`src/rtl/tcpl_pkg.sv`:
```
`timescale 1ns / 1ps

package tcpl_pkg;

    // Beat field widths
    localparam int ACTION_W = 2;
    localparam int PORT_W   = 16;
    localparam int IP_W     = 32;
    localparam int HANDLE_W = 8;
    localparam int STATUS_W = 2;
    localparam int KEY_W    = PORT_W + IP_W;

    // Operation codes
    localparam logic [ACTION_W-1:0] ACT_INSERT = 2'd0;
    localparam logic [ACTION_W-1:0] ACT_LOOKUP = 2'd1;
    localparam logic [ACTION_W-1:0] ACT_REMOVE = 2'd2;

    // Result codes
    localparam logic [STATUS_W-1:0] ST_DONE = 2'd0;
    localparam logic [STATUS_W-1:0] ST_DUP  = 2'd1;
    localparam logic [STATUS_W-1:0] ST_FULL = 2'd2;
    localparam logic [STATUS_W-1:0] ST_MISS = 2'd3;

    // Request held steady while its token walks the chain
    typedef struct packed {
        logic [ACTION_W-1:0] action;
        logic [KEY_W-1:0]    key;
        logic [HANDLE_W-1:0] hnd;
    } t_req;

    // Token handed from cell to cell.
    // Scan pass: hit/hit_hnd collect the match, free marks a free entry seen.
    // Claim pass: free means the write is still looking for a home.
    typedef struct packed {
        logic                vld;
        logic                claim;
        logic                hit;
        logic [HANDLE_W-1:0] hit_hnd;
        logic                free;
    } t_tok;

endpackage

```
`src/rtl/tcpl_in_if.sv`:
```
`timescale 1ns / 1ps

interface tcpl_in_if;
    logic                          valid;
    logic                          ready;
    logic [tcpl_pkg::ACTION_W-1:0] action;
    logic [tcpl_pkg::PORT_W-1:0]   listen_port;
    logic [tcpl_pkg::IP_W-1:0]     local_ip;
    logic [tcpl_pkg::HANDLE_W-1:0] handle_in;

    modport source (output valid, action, listen_port, local_ip, handle_in, input ready);
    modport sink   (input valid, action, listen_port, local_ip, handle_in, output ready);
endinterface

```
`src/rtl/tcpl_out_if.sv`:
```
`timescale 1ns / 1ps

interface tcpl_out_if;
    logic                          valid;
    logic                          ready;
    logic [tcpl_pkg::STATUS_W-1:0] status;
    logic [tcpl_pkg::HANDLE_W-1:0] handle_out;

    modport source (output valid, status, handle_out, input ready);
    modport sink   (input valid, status, handle_out, output ready);
endinterface

```
`src/rtl/tcpl_cell.sv`:
```
`timescale 1ns / 1ps

module tcpl_cell #(
    parameter int HB = 8
) (
    input  logic             i_clk,
    input  logic             i_rst_n,
    input  tcpl_pkg::t_req   i_req,
    input  tcpl_pkg::t_tok   i_tok,
    output tcpl_pkg::t_tok   o_tok
);

    logic                       r_valid, n_valid;
    logic [tcpl_pkg::KEY_W-1:0] r_key;
    logic [HB-1:0]              r_hnd;
    tcpl_pkg::t_tok             r_tok, n_tok;
    logic                       w_match;
    logic                       w_wr;

    assign w_match = r_valid && (r_key == i_req.key);

    // Entry update and token hand-off
    always_comb begin
        n_valid = r_valid;
        n_tok   = i_tok;
        w_wr    = 1'b0;
        if (i_tok.vld) begin
            if (!i_tok.claim) begin
                n_tok.hit  = i_tok.hit | w_match;
                n_tok.free = i_tok.free | !r_valid;
                if (w_match) begin
                    n_tok.hit_hnd = tcpl_pkg::HANDLE_W'(r_hnd);
                end
                // keys are unique, so removing on the way is safe
                if (i_req.action == tcpl_pkg::ACT_REMOVE && w_match &&
                    r_hnd == i_req.hnd[HB-1:0]) begin
                    n_valid = 1'b0;
                end
            end else if (i_tok.free && !r_valid) begin
                // lowest free entry takes the insert
                n_valid    = 1'b1;
                w_wr       = 1'b1;
                n_tok.free = 1'b0;
            end
        end
    end

    always_ff @(posedge i_clk) begin
        if (!i_rst_n) begin
            r_valid <= 1'b0;
            r_tok   <= '0;
        end else begin
            r_valid <= n_valid;
            r_tok   <= n_tok;
        end
    end

    // Key and handle storage, no reset
    always_ff @(posedge i_clk) begin
        if (w_wr) begin
            r_key <= i_req.key;
            r_hnd <= i_req.hnd[HB-1:0];
        end
    end

    assign o_tok = r_tok;

endmodule

```
`src/rtl/tcp_listener_lookup_table.sv`:
```
`timescale 1ns / 1ps

// Listener lookup table.
// i_in carries one request beat: action (insert, lookup, remove), the key
// (listen_port, local_ip) and handle_in. o_out returns one result beat per
// request: status and handle_out (nonzero only on a lookup hit).
// Entries sit in a chain of ENTRIES cells. A request token walks the chain
// one cell per cycle; each cell compares its key, frees itself on a matching
// remove and reports a hit or a free entry. An insert that finds no duplicate
// and a free entry sends a second claim token down the chain, and the first
// free cell stores the key.
// A result beat follows once the scan token leaves the last cell, and for an
// insert that stores, once the claim token has also walked the chain. One
// request is in the chain at a time; the next is taken after the result loads.
// i_in.ready is high only while the chain is empty. A result that cannot leave
// because o_out.ready is low waits in the result register and the next request
// is still taken; its result then waits until the register drains.
// Reset clears all valid marks at once; the table is empty afterwards.
module tcp_listener_lookup_table #(
    parameter int ENTRIES     = 16,
    parameter int HANDLE_BITS = 8
) (
    input  logic       i_clk,
    input  logic       i_rst_n,
    tcpl_in_if.sink    i_in,
    tcpl_out_if.source o_out
);

    localparam int HB = (HANDLE_BITS < tcpl_pkg::HANDLE_W) ? HANDLE_BITS
                                                           : tcpl_pkg::HANDLE_W;

    typedef enum logic [3:0] {
        S_IDLE    = 4'b0001,
        S_SCAN    = 4'b0010,
        S_CLAIM   = 4'b0100,
        S_DELIVER = 4'b1000
    } t_state;

    t_state                          r_state, n_state;
    tcpl_pkg::t_req                  r_req;
    tcpl_pkg::t_tok                  r_head, n_head;
    logic [tcpl_pkg::STATUS_W-1:0]   r_res_st, n_res_st;
    logic [tcpl_pkg::HANDLE_W-1:0]   r_res_hnd, n_res_hnd;
    logic                            r_out_vld, n_out_vld;
    logic [tcpl_pkg::STATUS_W-1:0]   r_out_st;
    logic [tcpl_pkg::HANDLE_W-1:0]   r_out_hnd;
    tcpl_pkg::t_tok                  w_tok [ENTRIES+1];
    tcpl_pkg::t_tok                  w_tail;
    logic                            w_in_beat;
    logic                            w_load_out;

    assign i_in.ready = (r_state == S_IDLE);
    assign w_in_beat  = i_in.valid && i_in.ready;
    assign w_tail     = w_tok[ENTRIES];
    assign w_load_out = (r_state == S_DELIVER) && (!r_out_vld || o_out.ready);

    // Cell chain
    assign w_tok[0] = r_head;
    for (genvar g = 0; g < ENTRIES; g++) begin : g_cell
        tcpl_cell #(.HB(HB)) u_cell (
            .i_clk   (i_clk),
            .i_rst_n (i_rst_n),
            .i_req   (r_req),
            .i_tok   (w_tok[g]),
            .o_tok   (w_tok[g+1])
        );
    end

    // Sequencer
    always_comb begin
        n_state   = r_state;
        n_head    = '0;
        n_res_st  = r_res_st;
        n_res_hnd = r_res_hnd;
        case (r_state)
            S_IDLE: begin
                if (w_in_beat) begin
                    n_head.vld = 1'b1;
                    n_state    = S_SCAN;
                end
            end
            S_SCAN: begin
                if (w_tail.vld) begin
                    n_res_hnd = '0;
                    n_state   = S_DELIVER;
                    case (r_req.action)
                        tcpl_pkg::ACT_INSERT: begin
                            if (w_tail.hit) begin
                                n_res_st = tcpl_pkg::ST_DUP;
                            end else if (w_tail.free) begin
                                n_res_st     = tcpl_pkg::ST_DONE;
                                n_head.vld   = 1'b1;
                                n_head.claim = 1'b1;
                                n_head.free  = 1'b1;
                                n_state      = S_CLAIM;
                            end else begin
                                n_res_st = tcpl_pkg::ST_FULL;
                            end
                        end
                        tcpl_pkg::ACT_LOOKUP: begin
                            if (w_tail.hit) begin
                                n_res_st  = tcpl_pkg::ST_DONE;
                                n_res_hnd = w_tail.hit_hnd;
                            end else begin
                                n_res_st = tcpl_pkg::ST_MISS;
                            end
                        end
                        tcpl_pkg::ACT_REMOVE: begin
                            if (w_tail.hit && w_tail.hit_hnd == r_req.hnd) begin
                                n_res_st = tcpl_pkg::ST_DONE;
                            end else begin
                                n_res_st = tcpl_pkg::ST_MISS;
                            end
                        end
                        default: begin
                            n_res_st = tcpl_pkg::ST_MISS;
                        end
                    endcase
                end
            end
            S_CLAIM: begin
                if (w_tail.vld) begin
                    n_state = S_DELIVER;
                end
            end
            S_DELIVER: begin
                if (w_load_out) begin
                    n_state = S_IDLE;
                end
            end
            default: begin
                n_state = S_IDLE;
            end
        endcase
    end

    // Output register valid
    always_comb begin
        n_out_vld = r_out_vld;
        if (w_load_out) begin
            n_out_vld = 1'b1;
        end else if (o_out.ready) begin
            n_out_vld = 1'b0;
        end
    end

    always_ff @(posedge i_clk) begin
        if (!i_rst_n) begin
            r_state   <= S_IDLE;
            r_head    <= '0;
            r_out_vld <= 1'b0;
        end else begin
            r_state   <= n_state;
            r_head    <= n_head;
            r_out_vld <= n_out_vld;
        end
    end

    // Payload registers
    always_ff @(posedge i_clk) begin
        r_res_st  <= n_res_st;
        r_res_hnd <= n_res_hnd;
        if (w_in_beat) begin
            r_req.action <= i_in.action;
            r_req.key    <= {i_in.listen_port, i_in.local_ip};
            r_req.hnd    <= tcpl_pkg::HANDLE_W'(i_in.handle_in[HB-1:0]);
        end
        if (w_load_out) begin
            r_out_st  <= r_res_st;
            r_out_hnd <= r_res_hnd;
        end
    end

    assign o_out.valid      = r_out_vld;
    assign o_out.status     = r_out_st;
    assign o_out.handle_out = r_out_hnd;

endmodule

```
`src/flat_wrapper.sv`:
```
// flat-port wrapper written by rule: the top's interface ports become plain ports
module tcp_listener_lookup_table_flat 
#(
    parameter int ENTRIES     = 16,
    parameter int HANDLE_BITS = 8
)
  (i_clk, i_rst_n, i_in_valid, i_in_action, i_in_listen_port, i_in_local_ip, i_in_handle_in, i_in_ready, o_out_valid, o_out_status, o_out_handle_out, o_out_ready);
  tcpl_in_if i_in_i ();
  tcpl_out_if o_out_i ();
  input  logic i_clk;
  input  logic i_rst_n;
  input wire logic [$bits(i_in_i.valid)-1:0] i_in_valid;
  input wire logic [$bits(i_in_i.action)-1:0] i_in_action;
  input wire logic [$bits(i_in_i.listen_port)-1:0] i_in_listen_port;
  input wire logic [$bits(i_in_i.local_ip)-1:0] i_in_local_ip;
  input wire logic [$bits(i_in_i.handle_in)-1:0] i_in_handle_in;
  output wire logic [$bits(i_in_i.ready)-1:0] i_in_ready;
  output wire logic [$bits(o_out_i.valid)-1:0] o_out_valid;
  output wire logic [$bits(o_out_i.status)-1:0] o_out_status;
  output wire logic [$bits(o_out_i.handle_out)-1:0] o_out_handle_out;
  input wire logic [$bits(o_out_i.ready)-1:0] o_out_ready;
  assign i_in_i.valid = i_in_valid;
  assign i_in_i.action = i_in_action;
  assign i_in_i.listen_port = i_in_listen_port;
  assign i_in_i.local_ip = i_in_local_ip;
  assign i_in_i.handle_in = i_in_handle_in;
  assign i_in_ready = i_in_i.ready;
  assign o_out_valid = o_out_i.valid;
  assign o_out_status = o_out_i.status;
  assign o_out_handle_out = o_out_i.handle_out;
  assign o_out_i.ready = o_out_ready;
  tcp_listener_lookup_table #(.ENTRIES(ENTRIES), .HANDLE_BITS(HANDLE_BITS)) u_core (.i_clk(i_clk), .i_rst_n(i_rst_n), .i_in(i_in_i), .o_out(o_out_i));
endmodule
```
`config.mk`:
```
export PLATFORM = sky130hd
export DESIGN_NAME = tcp_listener_lookup_table_flat
export DESIGN_NICKNAME = d
export VERILOG_FILES = /design/src/rtl/tcpl_pkg.sv /design/src/rtl/tcpl_in_if.sv /design/src/rtl/tcpl_out_if.sv /design/src/rtl/tcpl_cell.sv /design/src/rtl/tcp_listener_lookup_table.sv /design/src/flat_wrapper.sv
export SDC_FILE = /design/constraint.sdc
export NUM_CORES = 2
export LEC_CHECK = 0
export BUFFER_PORTS_ARGS = -buffer_cell sky130_fd_sc_hd__buf_2
export CAP_MARGIN = 30
export CORE_ASPECT_RATIO = 0.9
export CORE_MARGIN = 3
export CORE_UTILIZATION = 45
export DETAILED_ROUTE_END_ITERATION = 8
export GPL_TIMING_DRIVEN = 0
export PLACE_DENSITY = 0.66
export SLEW_MARGIN = 10
export SYNTH_ARGS = -nofsm -noshare
export SYNTH_HDL_FRONTEND = slang
export SYNTH_SLANG_ARGS = --single-unit
```
`constraint.sdc`:
```
create_clock -name i_clk -period 3.8 [get_ports i_clk]
set_input_delay 0.38 -clock i_clk [delete_from_list [all_inputs] [get_ports i_clk]]
set_output_delay 0.38 -clock i_clk [all_outputs]
set_load 0.05 [all_outputs]
```
[Word level (Yosys, flattened, before mapping)]
Cells that the tools add are included.
Widths: inputs -> output; s select.
Cells by class
  $add $sub $neg: 0
  multipliers: 0
  div/mod/pow operators: 0
  order comparisons: 0
  eq/ne operators: 59
  shifts and indexed selects: 0
  mux-type cells: 198
  bitwise logic cells: 36
  reduce and logical (&&, ||, !) cells: 123
Operator list (number)
  $eq 48x48->1: 16
  $mux 10: 16
  $mux 9: 16
  $eq 8x8->1: 17
  $mux 1: 132
  $mux 8: 16
  $logic_and 1x1->1: 67
  $reduce_and 3->1: 16
  $ne 2x2->1 const B: 19
  $reduce_bool 2->1: 17
  $or 1x1->1: 31
  $mux 4: 7
  $logic_not 1->1: 17
  $mux 2: 8
  $pmux 4 s4: 1
  $pmux 2 s3: 1
  $reduce_or 5->1: 1
  $eq 4x1->1 const B: 1
  $eq 4x2->1 const B: 1
  $eq 4x3->1 const B: 1
  $eq 4x4->1 const B: 1
  $not 1->1: 4
  $reduce_and 2->1: 2
  $reduce_and 4->1: 1
  other kinds (7): 7
Word-level totals
  register bits after elaboration: 1189
  latch bits: 0
  bits in writable memories: 0
  memory bits (read-only): 0
  word-level logic and storage cells: 555
  memories: 0

[Depth between registers and ports, before layout]
  depth in word-level cells: 6
  mapped depth: 9
  gate-level depth less buffers: 6

[Modules after synthesis]
A second synthesis with hierarchy kept.
Second synthesis, totals
  cell total of the unflattened synthesis: 3106
  area total of the unflattened synthesis: 47498.1 µm²
Modules (own cells, without submodules)
  tcpl_cell: instances 16, cells an instance 185, area each 2787.7 µm², sequential area each 1941.9 µm²
  tcp_listener_lookup_table: instances 1, cells an instance 146, area each 2895.3 µm², sequential area each 2482.4 µm²

[Worst setup path before layout]
Ideal clock, no wire load.
  kind: flip-flop to flip-flop
  start: reg u_core.r_state[0]
  end: reg u_core.r_req[0] in the netlist's numbering, enable pin
  arrival time: 3.955 ns
  data required time: 3.378 ns
  setup slack: -0.577 ns
  stages on the path, launching flop included: 4
  path buffers: 1
  clock period less this slack: 4.377 ns
  path through: dfxtp_1 -> clkbuf_1 -> nor4b_1 -> and2_1
On the way
  word-level cells in the longest chain between the ends: 2
Ends and longest elaborated chain
  start, declared: line tcp_listener_lookup_table.sv:39  | t_state r_state, n_state;
  start signal, assigned: line tcp_listener_lookup_table.sv:153  | r_state <= n_state;
  $eq 4x1->1: line tcp_listener_lookup_table.sv:52  | assign i_in.ready = (r_state == S_IDLE);
  named net i_in_ready: line flat_wrapper.sv:17  | output wire logic [$bits(i_in_i.ready)-1:0] i_in_ready;
  $logic_and 1x1->1: line tcp_listener_lookup_table.sv:53  | assign w_in_beat = i_in.valid && i_in.ready;
  named net u_core.w_in_beat: line tcp_listener_lookup_table.sv:49  | logic w_in_beat;
  end, declared: line tcp_listener_lookup_table.sv:40  | tcpl_pkg::t_req r_req;
The timed path passes the listed nets, and every way through them passes these cells.
A chain may end at the register's enable or synchronous reset.

[Worst setup path in the final report]
  start: reg u_core.r_req[19] in the netlist's numbering
  end: reg u_core.g_cell[12].u_cell.r_tok (netlist bit u_core.g_cell[12].u_cell.o_tok[5])
On the way
  word-level cells in the longest chain between the ends: 5
Ends and longest elaborated chain
  $eq 48x48->1: line tcpl_cell.sv:20  | assign w_match = r_valid && (r_key == i_req.key);
  $logic_and 1x1->1: line tcpl_cell.sv:20
  $mux 8: line tcpl_cell.sv:31  | if (w_match) begin
  $mux 9: line tcpl_cell.sv:28  | if (!i_tok.claim) begin
  $mux 10: line tcpl_cell.sv:27  | if (i_tok.vld) begin
  end signal, assigned: line tcpl_cell.sv:54  | r_tok <= n_tok;
  end, declared: line tcpl_cell.sv:16  | tcpl_pkg::t_tok r_tok, n_tok;
Every way passes these cells.

==> metrics.cfg <==
[outcome]
status=complete, but fails checks
violations=negative setup slack

[synthesis]
synth_edf_count=974
ys.flop_type=edfxtp_1
synth_xor_area_share_pct=16.6
synth.area.top_cells=edfxtp_1 (61%), xor2_1 (14%), dfxtp_1 (9.0%)
synth.most_common_cell=edfxtp_1
synthAdderAreaFrac_pct=0.0263
ys_seq_area_share_pct=70.4
syn-num-nets=3126
synth_cells=3063
synth_area_leader_cell=edfxtp_1
ys_types=40
synthMuxAreaShare_pct=2.56
async_flop_share_pct=0
synthSimpleGateAreaFrac_pct=7.65
synth_top_family_by_area=XOR/XNOR gates
syn_avg_cell_area_um2=15.6
synth_top_area_share_pct=61.4
yosysWarnings=0
synth_common_cells=edfxtp_1 (974), xor2_1 (738), dfxtp_1 (214)
syn_area_mm2=0.0476
synth_seq_cells=1188
synth_compound_area_share_pct=0.946

[pwr]
switching_power_mw=14.8
power_density_mw_per_mm2=734
p_seq_share_pct=39.6
p_sw_share_pct=35.4
power_leakage_nw=19.1
combPwrFrac_pct=31.2
max-vdd-ir-drop_v=0.000558
p_clk_share_pct=29.2
p_int_mw=27.0
power_mw=41.8

[clock_network]
clkTransAtPathRegs_ns=0.06
cts_tree=yes
htreeDepth=3
clk_latency_ns=0.72
clock-root-buffer=clkbuf_16
numCtsBuffers=117
clockBufferDepth=3
cts_sinks=1188

[floorplanning]
start_util_pct=45.6
dieArea_mm2=0.110
fp.dieW_um=349
row_count=112
io_pins=74
die_y_um=315
core_area_mm2=0.104

[critical_path]
critPathSlowestCell=nand4_1
arrival_ns=4.44
crit_path_start_kind=flip-flop
cp_slowest_stage_delay_ns=0.68
end_kind=flip-flop
path_max_fanout=10
critPathKind=reg -> reg
cp_cell_sequence=buf_8 -> buf_2 -> buf_6 -> xor2_1 -> nor4_1 -> nand4_1 -> nor4_4 -> buf_4 -> mux2i_1 -> nor2b_1
crit_required_ns=4.40

[layout]
nNetsFinal=3515
final_cell_count_no_fill=4925
multiInputGateArea_mm2=0.0136
final_cell_area_mm2=0.0570
fillers=8159
areaGrowthSynthToFinish_pct=19.7
area.sequential_mm2=0.0335
drive_gt1_share_pct=15.7

[routing]
route.detailed.drc=0
drt-initial-drc-count=4225
first_pass_iters=5
via_count=27731
vias_per_cell=5.63
wl_per_cell_um=30.7
drt-total-wl_um=151000
ant_nets=0

[timing]
finalWorstSetupSlack_ns=-0.0439
worst_pin_slew_ns=0.975
skew_ns=0.0330
slew_headroom_pct=35.0
fmax_ghz=0.260
fin_hold_ws_ns=0.0406
rsz0062_at_grt=false
final.period_utilization_pct=101
setup_violations=6
hold_viol=0
finalCriticalPeriod_ns=3.84
slew_violations=0

[global_route]
met1_usage_pct=39.8
grt_first_pass_wirelength_um=206000
antenna_found_initial=11
use_met3_pct=7.55
grt_max_degree=49
busiest_layer=met1
grt_overflow=0
track_usage_pct=27.3
grt_pass1_vias=26027
grt.met2_usage_pct=39.4

[place]
port_buffers=72
dp_hpwl_um=101000
routabilityCongestion=0.880
pre_cts_slack_ns=-1.08
dp_cells=4590
place_area_mm2=0.0516

[min_path]
hold_class=in -> reg

[flow_run]
drv_cap=0

==> sequential cells by signal (all words and copies together), names as in the netlist <==
signal,count
u_core.r_res_hnd,8
u_core.r_head,2
u_core.g_cell.u_cell.o_tok,191
u_core.o_out.handle_out,8
u_core.r_res_st,2
u_core.r_req,58
u_core.o_out.status,2
u_core.g_cell.u_cell.r_valid,16
u_core.g_cell.u_cell.r_key,768
u_core.r_state,4
u_core.o_out.valid,1
u_core.g_cell.u_cell.r_hnd,128
==> timing repair <==
item / CTS / global route
endpoints found under the setup margin: 150 / 55
pin swaps: 5 / 5
resized for setup: 38 / 21
buffers inserted: 42 / 12
endpoints found under the hold margin: 59 / 0
hold buffers: 59 / 0
==> critical path: cells and delay by family, from the launching register on <==
kind                   cells  cell delay (ns)
flip-flops                 1             0.39
multiplexers               1             0.24
buffers and inverters      4             1.19
AND/OR/NAND/NOR            4             1.75
XOR/XNOR                   1             0.11
==> area by class of cell <==
type / count / area share [%]
antenna: 2 / 0.00878
clock buffer: 157 / 5.84
multi-input combinational: 1718 / 23.9
timing repair buffer: 275 / 5.54
sequential: 1188 / 58.8
buffer: 149 / 1.59
tap: 1368 / 3.00
clock inverter: 65 / 1.33
inverter: 3 / 0.0198
==> placed cells by master, fill, tap and decap left out, types with 59 or more instances in the layout <==
cell / n
clkbuf_16: 121
mux2i_1: 122
nand4_1: 64
dlygate4sd3_1: 59
nor4_1: 169
buf_2: 135
dfxtp_1: 214
nor2b_1: 125
edfxtp_1: 974
xnor2_1: 167
xor2_1: 738
and2_1: 62
buf_4: 96
==> final timing paths <==
path,start,to,slack [ns],cells past startpoint
setup / recovery,u_core.r_req[19]$_DFFE_PP_,u_core.g_cell[12].u_cell.o_tok[5]$_SDFF_PN0_,-0.04,10
hold / removal,i_in_valid,u_core.r_state[0]$_SDFFE_PN1P_,0.04,3
setup reg to reg,u_core.r_req[19]$_DFFE_PP_,u_core.g_cell[12].u_cell.o_tok[5]$_SDFF_PN0_,-0.04,10
hold reg to reg,u_core.r_res_hnd[2]$_SDFFCE_PN0P_,u_core.o_out.handle_out[2]$_DFFE_PP_,0.42,0
==> routing by layer <==
metal / part of all wire, % / vias up / wire length, um
li1: - / 11801 / -
met1: 41 / 13917 / 61300
met2: 43 / 1738 / 64400
met3: 13 / 265 / 20200
met4: 3.2 / 10 / 4910
met5: 0.18 / - / 279
==> stage by stage <==
step	util [%]	setup TNS, ns
after floorplan	-	0
after global placement	47.6	-1436.20
after detailed placement	49.4	-86.14
after CTS	54.4	0
after global routing	54.6	0
final	54.6	-0.141
==> power by group through the flow <==
stage	clock [mW]	combinational, mW	sequential, mW
after CTS	12.3	12.4	16.7
after floorplan	0	5.40	16.8
after detailed placement	0	10.8	17.8
after global routing	12.8	13.3	16.6
after global placement	0	7.48	18.3
final	12.2	13.1	16.6
==> logic make-up (layout without fill, tap and decap cells) <==
kind of cell | after synthesis | in the layout
XOR/XNOR | 905 | 905
flip-flops | 1188 | 1188
other | 0 | 2
AND/OR/NAND/NOR | 613 | 613
buffers and inverters | 157 | 649
AO/OA/AOI/OAI | 77 | 77
multiplexers | 122 | 122
adder cells (fa/ha/maj) | 1 | 1
Note: power is estimated with default switching activity, not from simulation.
